**src/rtl/core/sapq_pkg.sv**
```systemverilog
`timescale 1ns / 1ps
`default_nettype none

package sapq_pkg;

    // Store geometry
    localparam int CAPACITY = 16;
    localparam int IDX_W    = $clog2(CAPACITY);
    localparam int CNT_W    = $clog2(CAPACITY + 1);

    // Field widths
    localparam int FUNC_W   = 3;
    localparam int DATA_W   = 32;
    localparam int STAT_W   = 2;
    localparam int POS_W    = 4;
    localparam int FILL_W   = 5;

    // Stream widths, padded to whole bytes
    localparam int IN_BITS       = FUNC_W + 2 * DATA_W;
    localparam int IN_TDATA_W    = ((IN_BITS + 7) / 8) * 8;
    localparam int OUT_BITS      = STAT_W + POS_W + DATA_W + FILL_W;
    localparam int OUT_TDATA_W   = ((OUT_BITS + 7) / 8) * 8;

    // Operation codes
    localparam logic [FUNC_W-1:0] FN_INSERT = 3'd0;
    localparam logic [FUNC_W-1:0] FN_DELMAX = 3'd1;
    localparam logic [FUNC_W-1:0] FN_DELETE = 3'd2;
    localparam logic [FUNC_W-1:0] FN_SEARCH = 3'd3;
    localparam logic [FUNC_W-1:0] FN_CHANGE = 3'd4;

    // Status codes
    localparam logic [STAT_W-1:0] STAT_OK       = 2'd0;
    localparam logic [STAT_W-1:0] STAT_NOTFOUND = 2'd1;
    localparam logic [STAT_W-1:0] STAT_FULL     = 2'd2;
    localparam logic [STAT_W-1:0] STAT_EMPTY    = 2'd3;

    typedef struct packed {
        logic [FUNC_W-1:0]        func;
        logic signed [DATA_W-1:0] value;
        logic signed [DATA_W-1:0] new_value;
    } op_t;

    typedef struct packed {
        logic [FILL_W-1:0]        fill_count;
        logic signed [DATA_W-1:0] out_value;
        logic [POS_W-1:0]         position;
        logic [STAT_W-1:0]        status;
    } res_t;

endpackage

`default_nettype wire

```
**src/rtl/core/sapq_engine.sv**
```systemverilog
`timescale 1ns / 1ps
`default_nettype none

module sapq_engine
    import sapq_pkg::*;
(
    input  wire logic clk,
    input  wire logic rst_n,
    input  wire logic start,
    input  wire op_t  op,
    input  wire logic res_free,
    output logic      idle,
    output logic      res_valid,
    output res_t      res
);

    // Sequencer states
    localparam logic [2:0] ST_IDLE = 3'd0;
    localparam logic [2:0] ST_DMAX = 3'd1;
    localparam logic [2:0] ST_SRCH = 3'd2;
    localparam logic [2:0] ST_DEL  = 3'd3;
    localparam logic [2:0] ST_INS  = 3'd4;
    localparam logic [2:0] ST_DONE = 3'd5;

    // Midpoint of window [lo, rp-1]: lo + (r - lo) / 2
    function automatic logic [CNT_W-1:0] mid_of(input logic [CNT_W-1:0] lo,
                                                 input logic [CNT_W-1:0] rp);
        logic [CNT_W-1:0] span;
        span = rp - lo - 1'b1;
        return lo + (span >> 1);
    endfunction

    // Entry store, one write and one registered read per cycle
    logic signed [DATA_W-1:0] mem [CAPACITY];
    logic signed [DATA_W-1:0] rd_data_reg;
    logic                     rd_en;
    logic [IDX_W-1:0]         rd_addr;
    logic                     wr_en;
    logic [IDX_W-1:0]         wr_addr;
    logic signed [DATA_W-1:0] wr_data;

    always_ff @(posedge clk)
    begin
        if (wr_en)
        begin
            mem[wr_addr] <= wr_data;
        end
        if (rd_en)
        begin
            rd_data_reg <= mem[rd_addr];
        end
    end

    // Control state
    logic [2:0]       state_reg, state_next;
    logic [CNT_W-1:0] cnt_reg, cnt_next;
    logic             pend_reg, pend_next;

    // Working payload
    logic [FUNC_W-1:0]        func_reg, func_next;
    logic signed [DATA_W-1:0] val_reg, val_next;
    logic signed [DATA_W-1:0] nval_reg, nval_next;
    logic signed [DATA_W-1:0] ins_reg, ins_next;
    logic [CNT_W-1:0]         lo_reg, lo_next;
    logic [CNT_W-1:0]         rp_reg, rp_next;
    logic [CNT_W-1:0]         ptr_reg, ptr_next;
    logic [IDX_W-1:0]         addr_reg, addr_next;
    logic [STAT_W-1:0]        stat_reg, stat_next;
    logic [IDX_W-1:0]         pos_reg, pos_next;
    logic signed [DATA_W-1:0] ov_reg, ov_next;

    // Binary search step on the returned entry
    logic             bs_lt;
    logic [CNT_W-1:0] bs_lo;
    logic [CNT_W-1:0] bs_rp;
    logic [CNT_W-1:0] bs_mid;
    logic [CNT_W-1:0] first_mid;
    logic [IDX_W-1:0] last_idx;

    always_comb
    begin
        bs_lt     = rd_data_reg < val_reg;
        bs_lo     = bs_lt ? (CNT_W'(addr_reg) + 1'b1) : lo_reg;
        bs_rp     = bs_lt ? rp_reg : CNT_W'(addr_reg);
        bs_mid    = mid_of(bs_lo, bs_rp);
        first_mid = mid_of(lo_reg, rp_reg);
        last_idx  = IDX_W'(cnt_reg - 1'b1);
    end

    // Sequencer
    always_comb
    begin
        state_next = state_reg;
        cnt_next   = cnt_reg;
        pend_next  = pend_reg;
        func_next  = func_reg;
        val_next   = val_reg;
        nval_next  = nval_reg;
        ins_next   = ins_reg;
        lo_next    = lo_reg;
        rp_next    = rp_reg;
        ptr_next   = ptr_reg;
        addr_next  = addr_reg;
        stat_next  = stat_reg;
        pos_next   = pos_reg;
        ov_next    = ov_reg;
        rd_en      = 1'b0;
        rd_addr    = '0;
        wr_en      = 1'b0;
        wr_addr    = '0;
        wr_data    = rd_data_reg;
        res_valid  = 1'b0;

        case (state_reg)
            ST_IDLE:
            begin
                if (start)
                begin
                    func_next = op.func;
                    val_next  = op.value;
                    nval_next = op.new_value;
                    stat_next = STAT_OK;
                    pos_next  = '0;
                    ov_next   = op.value;
                    pend_next = 1'b0;
                    case (op.func)
                        FN_INSERT:
                        begin
                            if (cnt_reg >= CNT_W'(CAPACITY))
                            begin
                                stat_next  = STAT_FULL;
                                state_next = ST_DONE;
                            end
                            else
                            begin
                                ins_next   = op.value;
                                ptr_next   = cnt_reg;
                                state_next = ST_INS;
                            end
                        end
                        FN_DELMAX:
                        begin
                            if (cnt_reg == '0)
                            begin
                                stat_next  = STAT_EMPTY;
                                ov_next    = '0;
                                state_next = ST_DONE;
                            end
                            else
                            begin
                                state_next = ST_DMAX;
                            end
                        end
                        FN_DELETE, FN_SEARCH, FN_CHANGE:
                        begin
                            lo_next    = '0;
                            rp_next    = cnt_reg;
                            state_next = ST_SRCH;
                        end
                        default:
                        begin
                            state_next = ST_DONE;
                        end
                    endcase
                end
            end

            // Read last entry, then drop it
            ST_DMAX:
            begin
                if (!pend_reg)
                begin
                    rd_en     = 1'b1;
                    rd_addr   = last_idx;
                    pend_next = 1'b1;
                end
                else
                begin
                    pend_next  = 1'b0;
                    ov_next    = rd_data_reg;
                    pos_next   = last_idx;
                    cnt_next   = cnt_reg - 1'b1;
                    state_next = ST_DONE;
                end
            end

            // One probe per cycle; next address follows the returned entry
            ST_SRCH:
            begin
                if (!pend_reg)
                begin
                    if (lo_reg < rp_reg)
                    begin
                        rd_en     = 1'b1;
                        rd_addr   = IDX_W'(first_mid);
                        addr_next = IDX_W'(first_mid);
                        pend_next = 1'b1;
                    end
                    else
                    begin
                        stat_next  = STAT_NOTFOUND;
                        state_next = ST_DONE;
                    end
                end
                else if (rd_data_reg == val_reg)
                begin
                    pend_next = 1'b0;
                    if (func_reg == FN_SEARCH)
                    begin
                        pos_next   = addr_reg;
                        state_next = ST_DONE;
                    end
                    else
                    begin
                        if (func_reg == FN_DELETE)
                        begin
                            pos_next = addr_reg;
                        end
                        ptr_next   = CNT_W'(addr_reg) + 1'b1;
                        state_next = ST_DEL;
                    end
                end
                else
                begin
                    lo_next = bs_lo;
                    rp_next = bs_rp;
                    if (bs_lo < bs_rp)
                    begin
                        rd_en     = 1'b1;
                        rd_addr   = IDX_W'(bs_mid);
                        addr_next = IDX_W'(bs_mid);
                    end
                    else
                    begin
                        pend_next  = 1'b0;
                        stat_next  = STAT_NOTFOUND;
                        state_next = ST_DONE;
                    end
                end
            end

            // Shift entries above the hit down by one
            ST_DEL:
            begin
                if (pend_reg)
                begin
                    wr_en   = 1'b1;
                    wr_addr = addr_reg;
                    wr_data = rd_data_reg;
                end
                if (ptr_reg < cnt_reg)
                begin
                    rd_en     = 1'b1;
                    rd_addr   = IDX_W'(ptr_reg);
                    addr_next = IDX_W'(ptr_reg - 1'b1);
                    ptr_next  = ptr_reg + 1'b1;
                    pend_next = 1'b1;
                end
                else
                begin
                    pend_next = 1'b0;
                    cnt_next  = cnt_reg - 1'b1;
                    if (func_reg == FN_CHANGE)
                    begin
                        ins_next   = nval_reg;
                        ptr_next   = cnt_reg - 1'b1;
                        state_next = ST_INS;
                    end
                    else
                    begin
                        state_next = ST_DONE;
                    end
                end
            end

            // Walk down from the top, moving larger entries up one slot
            ST_INS:
            begin
                if (pend_reg)
                begin
                    wr_en   = 1'b1;
                    wr_addr = addr_reg + 1'b1;
                    if (ins_reg < rd_data_reg)
                    begin
                        wr_data = rd_data_reg;
                        if (ptr_reg != '0)
                        begin
                            rd_en     = 1'b1;
                            rd_addr   = IDX_W'(ptr_reg - 1'b1);
                            addr_next = IDX_W'(ptr_reg - 1'b1);
                            ptr_next  = ptr_reg - 1'b1;
                        end
                        else
                        begin
                            pend_next = 1'b0;
                        end
                    end
                    else
                    begin
                        wr_data    = ins_reg;
                        pos_next   = addr_reg + 1'b1;
                        pend_next  = 1'b0;
                        cnt_next   = cnt_reg + 1'b1;
                        state_next = ST_DONE;
                    end
                end
                else if (ptr_reg != '0)
                begin
                    rd_en     = 1'b1;
                    rd_addr   = IDX_W'(ptr_reg - 1'b1);
                    addr_next = IDX_W'(ptr_reg - 1'b1);
                    ptr_next  = ptr_reg - 1'b1;
                    pend_next = 1'b1;
                end
                else
                begin
                    wr_en      = 1'b1;
                    wr_addr    = '0;
                    wr_data    = ins_reg;
                    pos_next   = '0;
                    cnt_next   = cnt_reg + 1'b1;
                    state_next = ST_DONE;
                end
            end

            // Hand the result over once the output register is free
            ST_DONE:
            begin
                if (res_free)
                begin
                    res_valid  = 1'b1;
                    state_next = ST_IDLE;
                end
            end

            default:
            begin
                state_next = ST_IDLE;
            end
        endcase
    end

    // Control registers
    always_ff @(posedge clk or negedge rst_n)
    begin
        if (!rst_n)
        begin
            state_reg <= ST_IDLE;
            cnt_reg   <= '0;
            pend_reg  <= 1'b0;
        end
        else
        begin
            state_reg <= state_next;
            cnt_reg   <= cnt_next;
            pend_reg  <= pend_next;
        end
    end

    // Payload registers
    always_ff @(posedge clk)
    begin
        func_reg <= func_next;
        val_reg  <= val_next;
        nval_reg <= nval_next;
        ins_reg  <= ins_next;
        lo_reg   <= lo_next;
        rp_reg   <= rp_next;
        ptr_reg  <= ptr_next;
        addr_reg <= addr_next;
        stat_reg <= stat_next;
        pos_reg  <= pos_next;
        ov_reg   <= ov_next;
    end

    assign idle = (state_reg == ST_IDLE);

    always_comb
    begin
        res.status     = stat_reg;
        res.position   = POS_W'(pos_reg);
        res.out_value  = ov_reg;
        res.fill_count = FILL_W'(cnt_reg);
    end

endmodule

`default_nettype wire

```
**src/rtl/core/sorted_array_priority_queue_top.sv**
```systemverilog
// Sorted-array priority queue: keeps up to CAPACITY (16) signed 32-bit values in
// ascending order in a single-port-read, single-port-write RAM and runs one
// operation per input transaction (insert, delete max, delete value, search,
// change), returning exactly one result transaction. Operations run one at a
// time; the input is ready again once the previous operation has handed its
// result to the output register, so a new transaction may be taken while an
// earlier result still waits downstream. Run time is set by the RAM walk, one entry
// per cycle with registered reads: delete max reads the last entry and drops it,
// search probes the store by binary search, insert walks down from the top to its
// position, delete value runs the search and then shifts the entries above the hit
// down, and change runs that delete and then an insert.
// The RAM needs no clearing after reset; only entries below the fill count are read.
`timescale 1ns / 1ps
`default_nettype none

module sorted_array_priority_queue_top
    import sapq_pkg::*;
(
    input  wire logic                   clk,
    input  wire logic                   rst_n,
    input  wire logic                   s_tvalid,
    output logic                        s_tready,
    // func[2:0], value[34:3], new_value[66:35], zero pad
    input  wire logic [IN_TDATA_W-1:0]  s_tdata,
    output logic                        m_tvalid,
    input  wire logic                   m_tready,
    // status[1:0], position[5:2], out_value[37:6], fill_count[42:38], zero pad
    output logic [OUT_TDATA_W-1:0]      m_tdata
);

    logic eng_idle;
    logic eng_start;
    logic res_free;
    logic res_valid;
    op_t  op;
    res_t res;

    logic                   m_tvalid_reg, m_tvalid_next;
    logic [OUT_TDATA_W-1:0] m_tdata_reg, m_tdata_next;

    // Unpack input transaction
    always_comb
    begin
        op.func      = s_tdata[FUNC_W-1:0];
        op.value     = s_tdata[FUNC_W +: DATA_W];
        op.new_value = s_tdata[FUNC_W + DATA_W +: DATA_W];
    end

    assign s_tready  = eng_idle;
    assign eng_start = s_tvalid && eng_idle;
    assign res_free  = !m_tvalid_reg || m_tready;

    sapq_engine u_engine (
        .clk       (clk),
        .rst_n     (rst_n),
        .start     (eng_start),
        .op        (op),
        .res_free  (res_free),
        .idle      (eng_idle),
        .res_valid (res_valid),
        .res       (res)
    );

    // Output register
    always_comb
    begin
        m_tvalid_next = m_tvalid_reg;
        m_tdata_next  = m_tdata_reg;
        if (res_valid)
        begin
            m_tvalid_next = 1'b1;
            m_tdata_next  = OUT_TDATA_W'(res);
        end
        else if (m_tready)
        begin
            m_tvalid_next = 1'b0;
        end
    end

    always_ff @(posedge clk or negedge rst_n)
    begin
        if (!rst_n)
        begin
            m_tvalid_reg <= 1'b0;
        end
        else
        begin
            m_tvalid_reg <= m_tvalid_next;
        end
    end

    always_ff @(posedge clk)
    begin
        m_tdata_reg <= m_tdata_next;
    end

    assign m_tvalid = m_tvalid_reg;
    assign m_tdata  = m_tdata_reg;

endmodule

`default_nettype wire

```
**config.mk**
```make
export PLATFORM = sky130hd
export DESIGN_NAME = sorted_array_priority_queue_top
export DESIGN_NICKNAME = d
export VERILOG_FILES = /design/src/rtl/core/sapq_pkg.sv /design/src/rtl/core/sapq_engine.sv /design/src/rtl/core/sorted_array_priority_queue_top.sv
export SDC_FILE = /design/constraint.sdc
export NUM_CORES = 1
export LEC_CHECK = 0
export BUFFER_PORTS_ARGS = -buffer_cell sky130_fd_sc_hd__buf_2
export CAP_MARGIN = 40
export CORE_MARGIN = 3
export CORE_UTILIZATION = 49
export CTS_CLUSTER_SIZE = 12
export DETAILED_ROUTE_END_ITERATION = 10
export HOLD_SLACK_MARGIN = 0.15
export PLACE_DENSITY = 0.75
export SLEW_MARGIN = 25
export SYNTH_ARGS = -nofsm -noshare
export SYNTH_HDL_FRONTEND = slang
export SYNTH_SLANG_ARGS = --single-unit
```
**constraint.sdc**
```tcl
create_clock -name clk -period 13.1 [get_ports clk]
set_clock_uncertainty 0.1 [all_clocks]
set_input_delay 0.655 -clock clk [delete_from_list [all_inputs] [get_ports clk]]
set_output_delay 0.655 -clock clk [all_outputs]
set_load 0.005 [all_outputs]
```
[Yosys cells after proc, flatten, opt, wreduce, memory -nomap -nowiden]
Memory sizes are Yosys's and may differ from the RTL's. A register that Yosys moved wholly into a read port is not among the register bits.
Index checks and enable logic that the tools add are counted.
Storage, ports and cells
  bits in read-only memories: 0
  latch bits: 0
  RAM bits: 512
  memories kept: 1
  word-level logic and storage cells: 225
  register bits: 209
Operators by class
  multiply operators: 0
  shifts and indexed selects: 0
  bitwise operators: 0
  div/mod/pow operators: 0
  equal/unequal tests: 37
  add/sub/neg operators: 12
  muxes and demuxes: 125
  reductions and logical operators: 28
  order comparisons: 6
Memories
  u_engine.mem: depth 16, bits a word 32, rd ports 1, clocked after memory_dff 1, write ports 1, line sapq_engine.sv:34  | logic signed [DATA_W-1:0] mem [CAPACITY];
Operators with widths (number)
  $mux W32: 13
  $mux W5: 26
  $pmux W32 S2: 2
  $mux W4: 28
  $lt A32 B32 Y1: 2
  $mux W3: 13
  $eq A32 B32 Y1: 1
  $pmux W4 S4: 2
  $mux W1: 21
  $pmux W5 S2: 2
  $pmux W5 S4: 1
  $sub A5 B1 Y5 const B: 4
  $eq A3 B2 Y1 const B: 6
  $pmux W3 S6: 1
  $ne A2 B1 Y1 const B: 8
  $reduce_and A8 Y1: 2
  $lt A5 B5 Y1: 3
  $ne A3 B3 Y1 const B: 5
  $pmux W5 S3: 1
  $reduce_and A5 Y1: 3
  $mux W2: 7
  $eq A3 B3 Y1 const B: 4
  $pmux W4 S3: 1
  $reduce_and A6 Y1: 2
  30 further kinds: 50

[Logic depth before layout (Yosys ltp)]
  depth after elaboration: 9
  mapped depth: 27

[Modules after synthesis]
A second synthesis with hierarchy kept.
Second synthesis, totals
  cells, all modules: 2509
  area, all modules: 32821.5 sq um
By module, submodules not included
  sapq_engine: times used 1, sequential area each 21245.4 sq um, cells each 2456, area an instance 31435.1 sq um
  sorted_array_priority_queue_top: times used 1, sequential area each 1316.3 sq um, cells each 53, area an instance 1386.3 sq um

[Worst setup path after synthesis]
Ideal clock, no wire load.
  path type: register to register
  start point: reg u_engine.rd_data_reg[21], read port of u_engine.mem
  end point: reg u_engine.rd_data_reg[0], read port of u_engine.mem, data pin
  stages on the path, launching flop included: 27
  setup time: 0.279 ns
  clock period less this slack: 5.513 ns
  data arrival time: 5.134 ns
  slack: 7.587 ns
  data required time: 12.721 ns
  cells stage by stage: edfxtp_1 ha_1 a211oi_1 o21ai_1 o211ai_2 mux2_4 nor2_4 buf_1 mux2_2 ha_1 inv_1 o2111ai_1 a21o_1 and3_1 nor2_1 ha_1 nand2_1 nor3_1 a2111o_1 or3_1 buf_4 buf_6 buf_6 mux2i_1 mux2i_1 mux2i_1 mux2i_1
Between the ends
  longest elaborated chain between the ends: 9
Ends and longest elaborated chain
  start, declared: line sapq_engine.sv:35  | logic signed [DATA_W-1:0] rd_data_reg;
  $lt A32 B32 Y1: line sapq_engine.sv:82  | bs_lt = rd_data_reg < val_reg;
  $mux W5 (on tied branches): line sapq_engine.sv:84, sapq_engine.sv:83
  $sub A5 B5 Y5: line sapq_engine.sv:29  | span = rp - lo - 1'b1;
  $sub A5 B1 Y5: line sapq_engine.sv:29
  $add A4 B4 Y4: line sapq_engine.sv:30  | return lo + (span >> 1);
  $mux W4: line sapq_engine.sv:227  | if (bs_lo < bs_rp)
  $mux W4: line sapq_engine.sv:205  | else if (rd_data_reg == val_reg)
  $mux W4: line sapq_engine.sv:190  | if (!pend_reg)
  $pmux W4 S4: line sapq_engine.sv:114  | case (state_reg)
Parallel ways exist; a longest one is shown, timed or not.
A chain may end at the register's enable or synchronous reset.

[Final worst setup path]
  start point: reg u_engine.rd_data_reg[31], read port of u_engine.mem
  end point: reg u_engine.rd_data_reg[4], read port of u_engine.mem, data pin
Same word-level chain as after synthesis.

==> summary.txt <==
register bit count reported by yosys = 753
critical path class = flip-flop to flip-flop
Worst IR Drop VDD = 0.0003124 V
Worst setup startpoint = u_engine.rd_data_reg[31]$_DFFE_PP_
Layout Nets = 2627
Skew-Pair Late Insertion Delay = 0.62 ns
max-slew violation total from the final report = 0
die area = 71560 um^2
CTS max path bufs = 3
CTS sink count = 753
core area = 67510 um^2
metal3 WL = 4693 um
max FFs per register = 512
Final Hold Viols = 0
routed length on met2 = 39620 um
row cnt = 95
gr usage total = 21.74%
min Tclk post-route = 7.095 ns
status = finished clean
Post-route DRC = 0
Met1 Wirelength = 31620 um
number of DRC markers in iteration 0 = 1648
Worst Setup Start Kind = flip-flop
CP max stage cell = buf_12
Final Setup Violations = 0
routed vias/inst = 5.766
IO buf count = 115
relative slew slack = 23.95%
Worst R2R Start = u_engine.rd_data_reg[31]$_DFFE_PP_
Die Ht = 267.5 um
Initial Utilization = 49.63%
Routed WL per cell = 23.35 um
initial antenna violation count = 0
H-tree levels = 3
top_reg_cell synth = edfxtp_1
Mapped Area = 33510 um^2
Fin Setup TNS = 0 ns
filler instances = 5110
power per cell area = 265.2 nW/um^2
worst slack, placed = 6.119 ns
syn_area_per_cell = 15.01 um^2
Final WS setup = 6.005 ns
PostCTS Resize Cnt = 0
measured slew at the worst slew-check pin = 1.141 ns
Critical Path Most Common Cell = mux2i_1
via count = 19425
TritonCTS clock tree = yes
largest net degree at the start of global routing = 139
DP HPWL = 47080 um
area grow syn2layout = 13.54%
Worst Setup End Kind = flip-flop
LEAKAGE = 13.33 nW
DR top layer = met4
reg2reg setup slack = 6.01 ns
Achievable Freq = 140.9 MHz
HP Start = s_tdata[12]
First-pass DRT Iterations = 5
Max-Cap Viols = 0
first-pass GRT wire length = 116500 um
Die X = 267.5 um
biggest cell delay along the critical path = 0.61 ns
family with the most delay on the worst path = multiplexers
Ports = 126
crit-path cells = ha_1, nand4_2, o21bai_2, o211ai_2, mux2_4, nor2_4, mux2_2, ha_1, inv_1, o2111ai_1, a21o_1, a21oi_1, nor2_1, ha_1, nand2_1, nor4_1, or3_4, buf_16, buf_12, mux2i_1, mux2i_1, mux2i_1, mux2i_1
Final ANT Viol Nets = 0
Worst-path clk slew = 0.06 ns
final period utilization = 54.16%
CTS Root Cell = clkbuf_16
layout cells sized above 1 = 13.15%
Overflow after GRT = 0
largest fanout on the critical path = 138
Gate Count Post-Synth = 2233
post-synthesis sequential area ratio = 67.33%
RePlAce Congestion = 0.9292
YS warnings = 0
routed wire length = 78680 um
HP Class = primary input to flip-flop
critical path arrival = 7.29 ns
data required time of the worst path = 13.30 ns
unrepaired setup endpoints after global routing = no
CTS Buf Count = 77
vias in the first global route = 19637
Netlist cell types = 82
fraction of registers with async set/reset = 1.328%
number of enable flip-flop cells after synthesis = 743
Worst Path Buf+Inv = 3
final timing paths:
kind | end | cells past startpoint
min | u_engine.val_reg[9]$_DFFE_PP_ | 1
max reg2reg | u_engine.rd_data_reg[4]$_DFFE_PP_ | 23
max in group asynchronous | u_engine.state_reg[2]$_DFFE_PN0P_ | 2
min in group asynchronous | u_engine.cnt_reg[4]$_DFFE_PN0P_ | 2
min reg2reg | m_tdata[34]$_DFFE_PP_ | 0
max | u_engine.rd_data_reg[4]$_DFFE_PP_ | 23
what timing repair did:
action	4_1_cts	5_1_grt
buffers inserted	0	0
hold buffers	55	0
endpoints found under the hold margin	64	0
endpoints found under the setup margin	0	0
layout by cell type, fill, tap and decap left out, types with 4 or more instances in the layout:
| master | n |
|---|---|
| edfxtp_1 | 743 |
| mux2i_1 | 486 |
| nand2_1 | 234 |
| buf_2 | 115 |
| inv_1 | 105 |
| o21ai_0 | 97 |
| ha_1 | 92 |
| clkbuf_16 | 78 |
| buf_4 | 60 |
| a21oi_1 | 57 |
| dlygate4sd3_1 | 55 |
| nor2_1 | 42 |
| xnor2_1 | 21 |
| clkbuf_1 | 20 |
| nand3_1 | 18 |
| nor3_1 | 17 |
| nor2_4 | 17 |
| a21o_1 | 16 |
| nand4_1 | 13 |
| and2_1 | 12 |
| o211ai_1 | 11 |
| nand2b_1 | 11 |
| dfrtp_1 | 10 |
| xor2_1 | 9 |
| a211oi_1 | 8 |
| o21a_1 | 7 |
| o21ai_1 | 7 |
| clkinv_1 | 7 |
| nor2b_1 | 6 |
| and3_1 | 5 |
| conb_1 | 5 |
| buf_12 | 5 |
| mux2_2 | 4 |
| a31oi_1 | 4 |
| nor4_1 | 4 |
worst register-to-register path: stages (launching register included):
cell	delay, ns
edfxtp_1	0.39
ha_1	0.50
nand4_2	0.27
o21bai_2	0.19
o211ai_2	0.17
mux2_4	0.38
nor2_4	0.34
mux2_2	0.39
ha_1	0.19
inv_1	0.06
o2111ai_1	0.15
a21o_1	0.22
a21oi_1	0.17
nor2_1	0.07
ha_1	0.33
nand2_1	0.08
nor4_1	0.25
or3_4	0.49
buf_16	0.33
buf_12	0.66
mux2i_1	0.56
mux2i_1	0.10
mux2i_1	0.21
mux2i_1	0.18
layer usage:
metal	GRT usage [%]	up-vias
met5	0	-
met4	9.108	0
met3	2.830	179
met2	38.01	744
met1	27.44	9714
li1	-	8788
final cells by class:
| cell class | count | area, um^2 | share of cell area [%] |
|---|---|---|---|
| sequential | 753 | 22560 | 59.30 |
| multi-input combinational | 1278 | 9997 | 26.28 |
| clock buffer | 98 | 2027 | 5.328 |
| timing repair buffer | 241 | 1755 | 4.614 |
| tap | 873 | 1092 | 2.871 |
| inverter | 106 | 397.9 | 1.046 |
| clock inverter | 19 | 210.2 | 0.5525 |
| antenna | 1 | 2.502 | 0.006578 |
kinds of logic (layout without fill, tap and decap cells):
kind of cell	after synthesis	count (layout)	synth area share, %
compound gates	254	254	4.731
xor+xnor	30	30	0.7842
fa+ha+maj	94	94	3.555
buf+inv	206	464	3.454
flops	753	753	67.33
mux	492	492	14.74
other cells	1	6	0.01119
simple gates	403	403	5.392
synthesized netlist by cell type, types with 11 or more instances:
| cell type | count | area [um^2] |
|---|---|---|
| edfxtp_1 | 743 | 22310 |
| mux2i_1 | 486 | 4865 |
| nand2_1 | 234 | 878.3 |
| inv_1 | 105 | 394.1 |
| o21ai_0 | 102 | 510.5 |
| ha_1 | 92 | 1151 |
| a21oi_1 | 58 | 290.3 |
| nor2_1 | 58 | 217.7 |
| clkbuf_1 | 35 | 131.4 |
| buf_6 | 29 | 326.6 |
| xnor2_1 | 21 | 183.9 |
| nand3_1 | 18 | 90.09 |
| nor3_1 | 18 | 90.09 |
| a21o_1 | 16 | 120.1 |
| and2_1 | 14 | 87.58 |
| nand4_1 | 13 | 81.33 |
| buf_2 | 12 | 60.06 |
| nand2b_1 | 11 | 68.82 |
| o211ai_1 | 11 | 82.58 |
report_power, final:
group / internal, mW / leakage [nW] / switching, mW
logic: 1.71 / 5.38 / 2.69
registers: 3.48 / 6.87 / 0.215
clock network: 1.13 / 1.08 / 0.864
per-stage QoR:
step | util, % | std cells | cell area (um^2) | total power [mW] | hold WS (ns)
2_1_floorplan | - | 2237 | 33520 | 6.911 | 0.2594
3_3_place_gp | 51.97 | 3184 | 35090 | 7.873 | 0.3022
3_5_place_dp | 52.14 | 3191 | 35200 | 8.050 | 0.3045
4_1_cts | 56.27 | 3363 | 37990 | 10.07 | 0.1528
5_1_grt | 56.35 | 3368 | 38040 | 10.59 | 0.1678
6_report | 56.35 | 3369 | 38040 | 10.09 | 0.1890
(Power assumes the default switching activity.)
